**src/hw/rtl/cme_pkg.sv**
```systemverilog
// ----------------------------------------------------------------------------
// cme_pkg
// types, constants and aes helpers for the cmac engine
// ----------------------------------------------------------------------------
`timescale 1ns / 1ps
`default_nettype none
package cme_pkg;

    localparam int BLOCK_BYTES = 16;
    localparam int CNT_W = 5;
    localparam int QUEUE_DEPTH = 2;
    localparam logic [7:0] CMAC_RB = 8'h87;
    localparam logic [7:0] CMAC_PAD = 8'h80;

    typedef enum logic [1:0] {
        OP_ABSORB = 2'd0,
        OP_READ   = 2'd1,
        OP_CHECK  = 2'd2,
        OP_CLEAR  = 2'd3
    } op_t;

    typedef enum logic [1:0] {
        ST_OK       = 2'd0,
        ST_FINAL    = 2'd1,
        ST_BAD_LEN  = 2'd2,
        ST_MISMATCH = 2'd3
    } status_t;

    typedef enum logic [0:0] {
        REG_KEY_HIGH = 1'b0,
        REG_KEY_LOW  = 1'b1
    } reg_index_t;

    typedef enum logic [2:0] {
        BK_IDLE,
        BK_SUBKEY,
        BK_ABSORB,
        BK_FINAL,
        BK_RESULT
    } back_state_t;

    typedef struct packed {
        logic [1:0]  operation;
        logic [63:0] data_hi;
        logic [63:0] data_lo;
        logic [4:0]  byte_count;
    } in_item_t;

    typedef struct packed {
        logic [1:0]  status;
        logic [63:0] tag_hi;
        logic [63:0] tag_lo;
    } out_item_t;

    // classified command passed from front to back
    typedef struct packed {
        op_t         op;
        logic        len_bad;
        logic [4:0]  n;
        logic [127:0] data;
        logic [127:0] mask;
    } cmd_t;

    typedef struct packed {
        logic start;
        logic busy;
        logic done;
    } aes_ctl_t;

    function automatic logic [7:0] sbox(input logic [7:0] x);
        logic [7:0] t [256];
        t = '{
        8'h63,8'h7c,8'h77,8'h7b,8'hf2,8'h6b,8'h6f,8'hc5,8'h30,8'h01,8'h67,8'h2b,8'hfe,8'hd7,8'hab,8'h76,
        8'hca,8'h82,8'hc9,8'h7d,8'hfa,8'h59,8'h47,8'hf0,8'had,8'hd4,8'ha2,8'haf,8'h9c,8'ha4,8'h72,8'hc0,
        8'hb7,8'hfd,8'h93,8'h26,8'h36,8'h3f,8'hf7,8'hcc,8'h34,8'ha5,8'he5,8'hf1,8'h71,8'hd8,8'h31,8'h15,
        8'h04,8'hc7,8'h23,8'hc3,8'h18,8'h96,8'h05,8'h9a,8'h07,8'h12,8'h80,8'he2,8'heb,8'h27,8'hb2,8'h75,
        8'h09,8'h83,8'h2c,8'h1a,8'h1b,8'h6e,8'h5a,8'ha0,8'h52,8'h3b,8'hd6,8'hb3,8'h29,8'he3,8'h2f,8'h84,
        8'h53,8'hd1,8'h00,8'hed,8'h20,8'hfc,8'hb1,8'h5b,8'h6a,8'hcb,8'hbe,8'h39,8'h4a,8'h4c,8'h58,8'hcf,
        8'hd0,8'hef,8'haa,8'hfb,8'h43,8'h4d,8'h33,8'h85,8'h45,8'hf9,8'h02,8'h7f,8'h50,8'h3c,8'h9f,8'ha8,
        8'h51,8'ha3,8'h40,8'h8f,8'h92,8'h9d,8'h38,8'hf5,8'hbc,8'hb6,8'hda,8'h21,8'h10,8'hff,8'hf3,8'hd2,
        8'hcd,8'h0c,8'h13,8'hec,8'h5f,8'h97,8'h44,8'h17,8'hc4,8'ha7,8'h7e,8'h3d,8'h64,8'h5d,8'h19,8'h73,
        8'h60,8'h81,8'h4f,8'hdc,8'h22,8'h2a,8'h90,8'h88,8'h46,8'hee,8'hb8,8'h14,8'hde,8'h5e,8'h0b,8'hdb,
        8'he0,8'h32,8'h3a,8'h0a,8'h49,8'h06,8'h24,8'h5c,8'hc2,8'hd3,8'hac,8'h62,8'h91,8'h95,8'he4,8'h79,
        8'he7,8'hc8,8'h37,8'h6d,8'h8d,8'hd5,8'h4e,8'ha9,8'h6c,8'h56,8'hf4,8'hea,8'h65,8'h7a,8'hae,8'h08,
        8'hba,8'h78,8'h25,8'h2e,8'h1c,8'ha6,8'hb4,8'hc6,8'he8,8'hdd,8'h74,8'h1f,8'h4b,8'hbd,8'h8b,8'h8a,
        8'h70,8'h3e,8'hb5,8'h66,8'h48,8'h03,8'hf6,8'h0e,8'h61,8'h35,8'h57,8'hb9,8'h86,8'hc1,8'h1d,8'h9e,
        8'he1,8'hf8,8'h98,8'h11,8'h69,8'hd9,8'h8e,8'h94,8'h9b,8'h1e,8'h87,8'he9,8'hce,8'h55,8'h28,8'hdf,
        8'h8c,8'ha1,8'h89,8'h0d,8'hbf,8'he6,8'h42,8'h68,8'h41,8'h99,8'h2d,8'h0f,8'hb0,8'h54,8'hbb,8'h16
        };
        return t[x];
    endfunction

    function automatic logic [7:0] xtime(input logic [7:0] x);
        return {x[6:0], 1'b0} ^ (x[7] ? 8'h1b : 8'h00);
    endfunction

    // byte i of a block, byte 0 in the top bits
    function automatic logic [7:0] get_byte(input logic [127:0] b, input int i);
        return b[127 - 8*i -: 8];
    endfunction

    // one round without the key addition: sub bytes, shift rows, optional mix columns
    function automatic logic [127:0] aes_round(input logic [127:0] s, input logic mix);
        logic [7:0] t [16];
        logic [7:0] a0, a1, a2, a3, al;
        logic [127:0] r;
        for (int c = 0; c < 4; c++)
        begin
            for (int i = 0; i < 4; i++)
            begin
                t[c*4+i] = sbox(get_byte(s, ((c + i) % 4) * 4 + i));
            end
        end
        if (mix)
        begin
            for (int c = 0; c < 4; c++)
            begin
                a0 = t[c*4]; a1 = t[c*4+1]; a2 = t[c*4+2]; a3 = t[c*4+3];
                al = a0 ^ a1 ^ a2 ^ a3;
                t[c*4]   = a0 ^ al ^ xtime(a0 ^ a1);
                t[c*4+1] = a1 ^ al ^ xtime(a1 ^ a2);
                t[c*4+2] = a2 ^ al ^ xtime(a2 ^ a3);
                t[c*4+3] = a3 ^ al ^ xtime(a3 ^ a0);
            end
        end
        for (int i = 0; i < 16; i++)
        begin
            r[127 - 8*i -: 8] = t[i];
        end
        return r;
    endfunction

    function automatic logic [127:0] key_step(input logic [127:0] k, input logic [7:0] rc);
        logic [7:0] b [16];
        logic [127:0] r;
        for (int i = 0; i < 16; i++)
        begin
            b[i] = get_byte(k, i);
        end
        b[0] = b[0] ^ sbox(b[13]) ^ rc;
        b[1] = b[1] ^ sbox(b[14]);
        b[2] = b[2] ^ sbox(b[15]);
        b[3] = b[3] ^ sbox(b[12]);
        for (int i = 4; i < 16; i++)
        begin
            b[i] = b[i] ^ b[i-4];
        end
        for (int i = 0; i < 16; i++)
        begin
            r[127 - 8*i -: 8] = b[i];
        end
        return r;
    endfunction

    function automatic logic [127:0] dbl(input logic [127:0] x);
        return {x[126:0], 1'b0} ^ (x[127] ? {120'd0, CMAC_RB} : 128'd0);
    endfunction

    // leading-byte mask for n in 0..16
    function automatic logic [127:0] lead_mask(input logic [4:0] n);
        logic [127:0] m;
        for (int i = 0; i < 16; i++)
        begin
            m[127 - 8*i -: 8] = (5'(i) < n) ? 8'hff : 8'h00;
        end
        return m;
    endfunction

endpackage
`default_nettype wire

```
**src/hw/rtl/cme_front.sv**
```systemverilog
// ----------------------------------------------------------------------------
// cme_front
// accepts beats, classifies them and queues commands for the back end
// ----------------------------------------------------------------------------
`timescale 1ns / 1ps
`default_nettype none
module cme_front
(
    input  wire logic              clk,
    input  wire logic              rst_n,
    input  wire logic              in_valid,
    output logic                   in_ready,
    input  wire cme_pkg::in_item_t in_data,
    output logic                   cmd_valid,
    input  wire logic              cmd_ready,
    output cme_pkg::cmd_t          cmd
);

    localparam int QD = cme_pkg::QUEUE_DEPTH;
    localparam int QW = $clog2(QD);

    cme_pkg::cmd_t  q_mem [QD];
    logic [QW-1:0]  wr_reg, wr_next, rd_reg, rd_next;
    logic [QW:0]    cnt_reg, cnt_next;
    cme_pkg::cmd_t  cls;
    logic           push, pop;
    logic [4:0]     nsat;

    always_comb
    begin
        nsat = (in_data.byte_count > 5'(cme_pkg::BLOCK_BYTES))
            ? 5'(cme_pkg::BLOCK_BYTES) : in_data.byte_count;
        cls.op      = cme_pkg::op_t'(in_data.operation);
        cls.len_bad = (in_data.byte_count == 5'd0)
            || (in_data.byte_count > 5'(cme_pkg::BLOCK_BYTES));
        cls.n       = nsat;
        cls.data    = {in_data.data_hi, in_data.data_lo};
        cls.mask    = cme_pkg::lead_mask(nsat);
    end

    assign in_ready  = cnt_reg != (QW+1)'(QD);
    assign cmd_valid = cnt_reg != '0;
    assign push      = in_valid && in_ready;
    assign pop       = cmd_valid && cmd_ready;
    assign cmd       = q_mem[rd_reg];

    always_comb
    begin
        wr_next  = push ? QW'(wr_reg + 1'b1) : wr_reg;
        rd_next  = pop ? QW'(rd_reg + 1'b1) : rd_reg;
        cnt_next = cnt_reg + (QW+1)'(push) - (QW+1)'(pop);
    end

    always_ff @(posedge clk or negedge rst_n)
    begin
        if (!rst_n)
        begin
            wr_reg  <= '0;
            rd_reg  <= '0;
            cnt_reg <= '0;
        end
        else
        begin
            wr_reg  <= wr_next;
            rd_reg  <= rd_next;
            cnt_reg <= cnt_next;
        end
    end

    always_ff @(posedge clk)
    begin
        if (push)
        begin
            q_mem[wr_reg] <= cls;
        end
    end

endmodule
`default_nettype wire

```
**config.mk**
```make
export PLATFORM = sky130hd
export DESIGN_NAME = cme_front
export DESIGN_NICKNAME = d
export VERILOG_FILES = /design/src/hw/rtl/cme_pkg.sv /design/src/hw/rtl/cme_front.sv
export SDC_FILE = /design/constraint.sdc
export NUM_CORES = 1
export LEC_CHECK = 0
export BUFFER_PORTS_ARGS = -buffer_cell sky130_fd_sc_hd__buf_2
export CAP_MARGIN = 20
export CELL_PAD_IN_SITES_DETAIL_PLACEMENT = 1
export CELL_PAD_IN_SITES_GLOBAL_PLACEMENT = 1
export CORE_ASPECT_RATIO = 1.75
export CORE_UTILIZATION = 23
export DETAILED_ROUTE_END_ITERATION = 10
export PLACE_DENSITY_LB_ADDON = 0.1
export SLEW_MARGIN = 20
export SYNTH_ARGS = -nofsm -noshare
export SYNTH_HDL_FRONTEND = slang
export SYNTH_SLANG_ARGS = --single-unit
```
**constraint.sdc**
```tcl
create_clock -name clk -period 9.6 [get_ports clk]
set_input_delay 0.48 -clock clk [delete_from_list [all_inputs] [get_ports clk]]
set_output_delay 0.48 -clock clk [all_outputs]
set_load 0.05 [all_outputs]
```
Word-level counts from Yosys, hierarchy flattened
Memory sizes are Yosys's and may differ from the RTL's. Cells that the tools add are included.

Register bits: 4. Latch bits: 0. Memory bits (writable): 528. ROM bits: 0. Memories kept: 1.

Memories: q_mem (depth 2, bits a word 264, rd ports 1, clocked after memory_dff 0, wr ports 1, RTL line cme_front.sv:22) `cme_pkg::cmd_t q_mem [QD];`.

$add $sub $neg: 4. $mul: 0. Div/mod/pow operators: 0. Magnitude comparators: 17. Equality and inequality tests: 1. Shift operators: 0. Mux-type cells: 19. Bitwise logic cells: 0. Reductions and logical operators: 5.

Operator list (count): 8-bit two-way mux (16); 4-bit by 5-bit < comparator with 1-bit output (first input constant) (8); 3-bit by 5-bit < comparator with 1-bit output (first input constant) (4); 1-bit by 5-bit < comparator with 1-bit output (first input constant) (2); 2-bit by 5-bit < comparator with 1-bit output (first input constant) (2); 5-bit > comparator (second input constant) (1); 5-bit zero test (1); 5-bit two-way mux (1); 1-bit adder (second input constant) (2); 2-bit by 1-bit adder with 2-bit output (1); 1-bit logical AND (2); 1-bit two-way mux (2); 2-bit inequality test (second input constant) (1); 2-bit nonzero test (1); 2-bit by 1-bit subtractor with 2-bit output (1); 1-bit logical OR (1).

Logic depth before layout (Yosys ltp)
Depth in word-level cells: 4. Gate-level depth with buffers: 7. Depth with buffers taken out: 7.

Least setup slack after synthesis
OpenSTA, ideal clock, no wires.

Kind: register to register. Start: reg cnt_reg[0]. End: mem q_mem[0][103] in the netlist's numbering (enable). Setup time: 664 ps. Arrival: 7293 ps. Required time: 8936 ps. Path slack: 1642 ps. Stages on the path, launching flop included: 4. Cells stage by stage: dfrtp_1 > nand2b_1 > nand2_1 > nor2_1.

Word-level cells in the longest chain between the ends: 4.

Ends and longest elaborated chain: start, declared (RTL line cme_front.sv:24) `logic [QW:0] cnt_reg, cnt_next;`; start signal, assigned (RTL line cme_front.sv:66) `cnt_reg <= cnt_next;`; 2-bit inequality test (RTL line cme_front.sv:41) `assign in_ready = cnt_reg != (QW+1)'(QD);`; via in_ready (RTL line cme_front.sv:12) `output logic in_ready,`; 1-bit logical AND (RTL line cme_front.sv:43) `assign push = in_valid && in_ready;`; 1-bit two-way mux (RTL line cme_front.sv:72) `if (push)`; 1-bit two-way mux (not written as such) (RTL line cme_front.sv:74) `q_mem[wr_reg] <= cls;`; end, declared (RTL line cme_front.sv:22).

The timed path passes the listed nets, and every way through them passes these cells.

==> impl_metrics.ini <==
[run_status]
status = finished, final reports clean

[timing]
clock_skew_ns = 0.0179
fin_ws_ns = 6.36
final_max_slew_viol_count = 0
hold_viol_final = 0
period_share_pct = 33.8
tightestPinTransition_ns = 1.00
fin_setup_tns_ns = 0
fmax_mhz = 308
rsz0062_at_grt = false
slew_headroom_pct = 33.2
period_minus_slack_ns = 3.24
setup_viol_count_final = 0
whs_ns = 0.0874

[synth]
synth_nets = 778
ys_warn_count = 0
ys_ff_latch = 306
synthCells = 636
netlist-cell-type-count = 25
synth_area_leaders = edfxtp_1, mux2_4, buf_4
synth.avg_cell_area_um2 = 19.6
synth_seq_area_share_pct = 73.5
synth_top_area_share_pct = 72.7
synth_area_leader_cell = edfxtp_1
syn_area_mm2 = 0.0125

[routing]
dr.first_iter.drc_count = 214
viasPerCell = 3.85
drc = 0
wl_per_cell_um = 18.5
ant_nets = 0
vias = 6396
drtPass1Iterations = 4
totalWireLength_um = 30700

[clocking]
numCtsBuffers = 31
cts_resized = 0
clockRootBuffer = clkbuf_16
htree_levels = 1
clkTransAtPathRegs_ns = 0.06
cts_buffer_depth = 3
cts_tree = done
cts.sinks = 306
clock_latency_ns = 0.58

[global_routing]
antenna_found_initial = 7
grt_overflow = 0
grt_pass1_vias = 6681
grt_use_total_pct = 10.7
grt_max_degree = 65
grt_pass1_wl_um = 43100

[die]
rows = 112
die_w_um = 178
core-area_mm2 = 0.0534
ios = 405
dieArea_mm2 = 0.0552
start_util_pct = 23.4
die_h_um = 310

[worst_setup_path]
max_stage_delay_ns = 0.80
worstPathRequired_ns = 9.12
cp_slowest_cell = buf_4
cp-end-kind = primary output
timing.rr.start = cnt_reg[0]
r2r_cells = 4
startpoint_type = flop
ff2ff_setup_slack_ns = 6.46
path_class = flop to primary output
cp_data_arrival_time_ns = 2.76
critical_path.top_delay_family = buffers and inverters
r2r_end = q_mem[1][170]
critPathMaxFanout = 53
path_buf_inv = 2
crit_chain = buf_4, mux2_2, buf_2

[cells_and_area]
syn2layout_area_growth_pct = 24.5
stdcell_count = 1661
layout.nets = 1092
largest_reg_flops = 302
layout-drive-gt1-share_pct = 63.2

[hold_path]
min-delay-start = in_data[23]
min_path_cells = 1
holdPathEnd = q_mem[1][146]
hold_class = input port to flop

[flow_run]
maxCapViolations = 0

[place]
pre_cts_slack_ns = 6.23
routabilityCongestion = 0.675
dp_hpwl_um = 21000
dp.cells = 1599
port_buffers = 404
==> cells in the mapped netlist, drive strengths merged <==
| cell type | count |
|---|---|
| a21o | 3 |
| a31o | 2 |
| and2 | 1 |
| and3 | 1 |
| buf | 132 |
| dfrtp | 4 |
| edfxtp | 302 |
| ha | 3 |
| inv | 4 |
| mux2 | 151 |
| nand2 | 5 |
| nand2b | 3 |
| nor2 | 8 |
| nor2b | 4 |
| o21ai | 5 |
| o31a | 1 |
| or2 | 3 |
| xnor2 | 3 |
| xor2 | 1 |
==> worst max-delay path by stage <==
stage,start,cells past startpoint,to
6_report,rd_reg,3,cmd[33]
4_1_cts,rd_reg,3,cmd[33]
2_1_floorplan,cnt_reg[0],3,q_mem[0][103]
3_5_place_dp,rd_reg,3,cmd[33]
5_1_grt,rd_reg,3,cmd[35]
3_3_place_gp,in_valid,4,q_mem[1][230]
==> layer usage <==
layer / track usage (%) / vias to the layer above / routed length [um] / share of wire, %
li1: - / 2914 / - / -
met1: 10.6 / 3154 / 10500 / 34
met3: 2.72 / 40 / 2250 / 7.3
met5: 0 / - / 27 / 0.088
met2: 21.2 / 284 / 17300 / 56
met4: 3.34 / 4 / 606 / 2.0
==> placed cells by master, fill, tap and decap left out, drive strengths merged <==
| master | n |
|---|---|
| mux2 | 151 |
| and3 | 1 |
| nand2 | 5 |
| clkinvlp | 1 |
| clkinv | 13 |
| xnor2 | 3 |
| a31o | 2 |
| and2 | 1 |
| nor2b | 4 |
| o21ai | 5 |
| o31a | 1 |
| edfxtp | 302 |
| dfrtp | 4 |
| xor2 | 1 |
| dlygate4sd3 | 1 |
| inv | 6 |
| diode | 3 |
| ha | 3 |
| bufinv | 7 |
| clkbuf | 34 |
| nor2 | 8 |
| buf | 412 |
| or2 | 3 |
| a21o | 3 |
| nand2b | 3 |
==> worst reg2reg max path, cell delays in order, from the launching register on <==
cell and delay [ns]:
dfrtp_1 0.36, nand2b_1 0.15, and3_4 0.67, buf_4 0.65
buf_4 0.83
==> through the flow <==
step / cell area (um2) / util [%]
2_1_floorplan: 12500 / -
3_3_place_gp: 14400 / 27.0
3_5_place_dp: 14400 / 27.0
4_1_cts: 15500 / 29.0
5_1_grt: 15500 / 29.1
6_report: 15500 / 29.1
==> repair_timing <==
action,4_1_cts,5_1_grt
hold endpoints to repair,4,0
hold buffers,1,0
buffers inserted,0,0
==> cells by family (layout without fill, tap and decap cells) <==
family	Yosys count	after routing	share of synthesized area, %
XOR/XNOR	4	4	0.281
multiplexers	151	151	16.0
adder cells (fa/ha/maj)	3	3	0.301
other	0	3	0
AO/OA/AOI/OAI	11	11	0.592
flip-flops	306	306	73.5
AND/OR/NAND/NOR	25	25	1.03
buffers and inverters	136	474	8.24
==> layout make-up <==
class | count | area (um2)
clock inverters | 23 | 287
clock buffers | 34 | 787
inverters | 4 | 15.0
fillers | 5662 | 37900
diodes | 3 | 7.51
multi-input cells | 194 | 2290
repair buffers | 413 | 2110
well taps | 684 | 856
flip-flops and latches | 306 | 9170
Power is left out: the tool's default activity adds up to more than one toggle a clock period on the data nets, which glitch-free logic cannot reach.
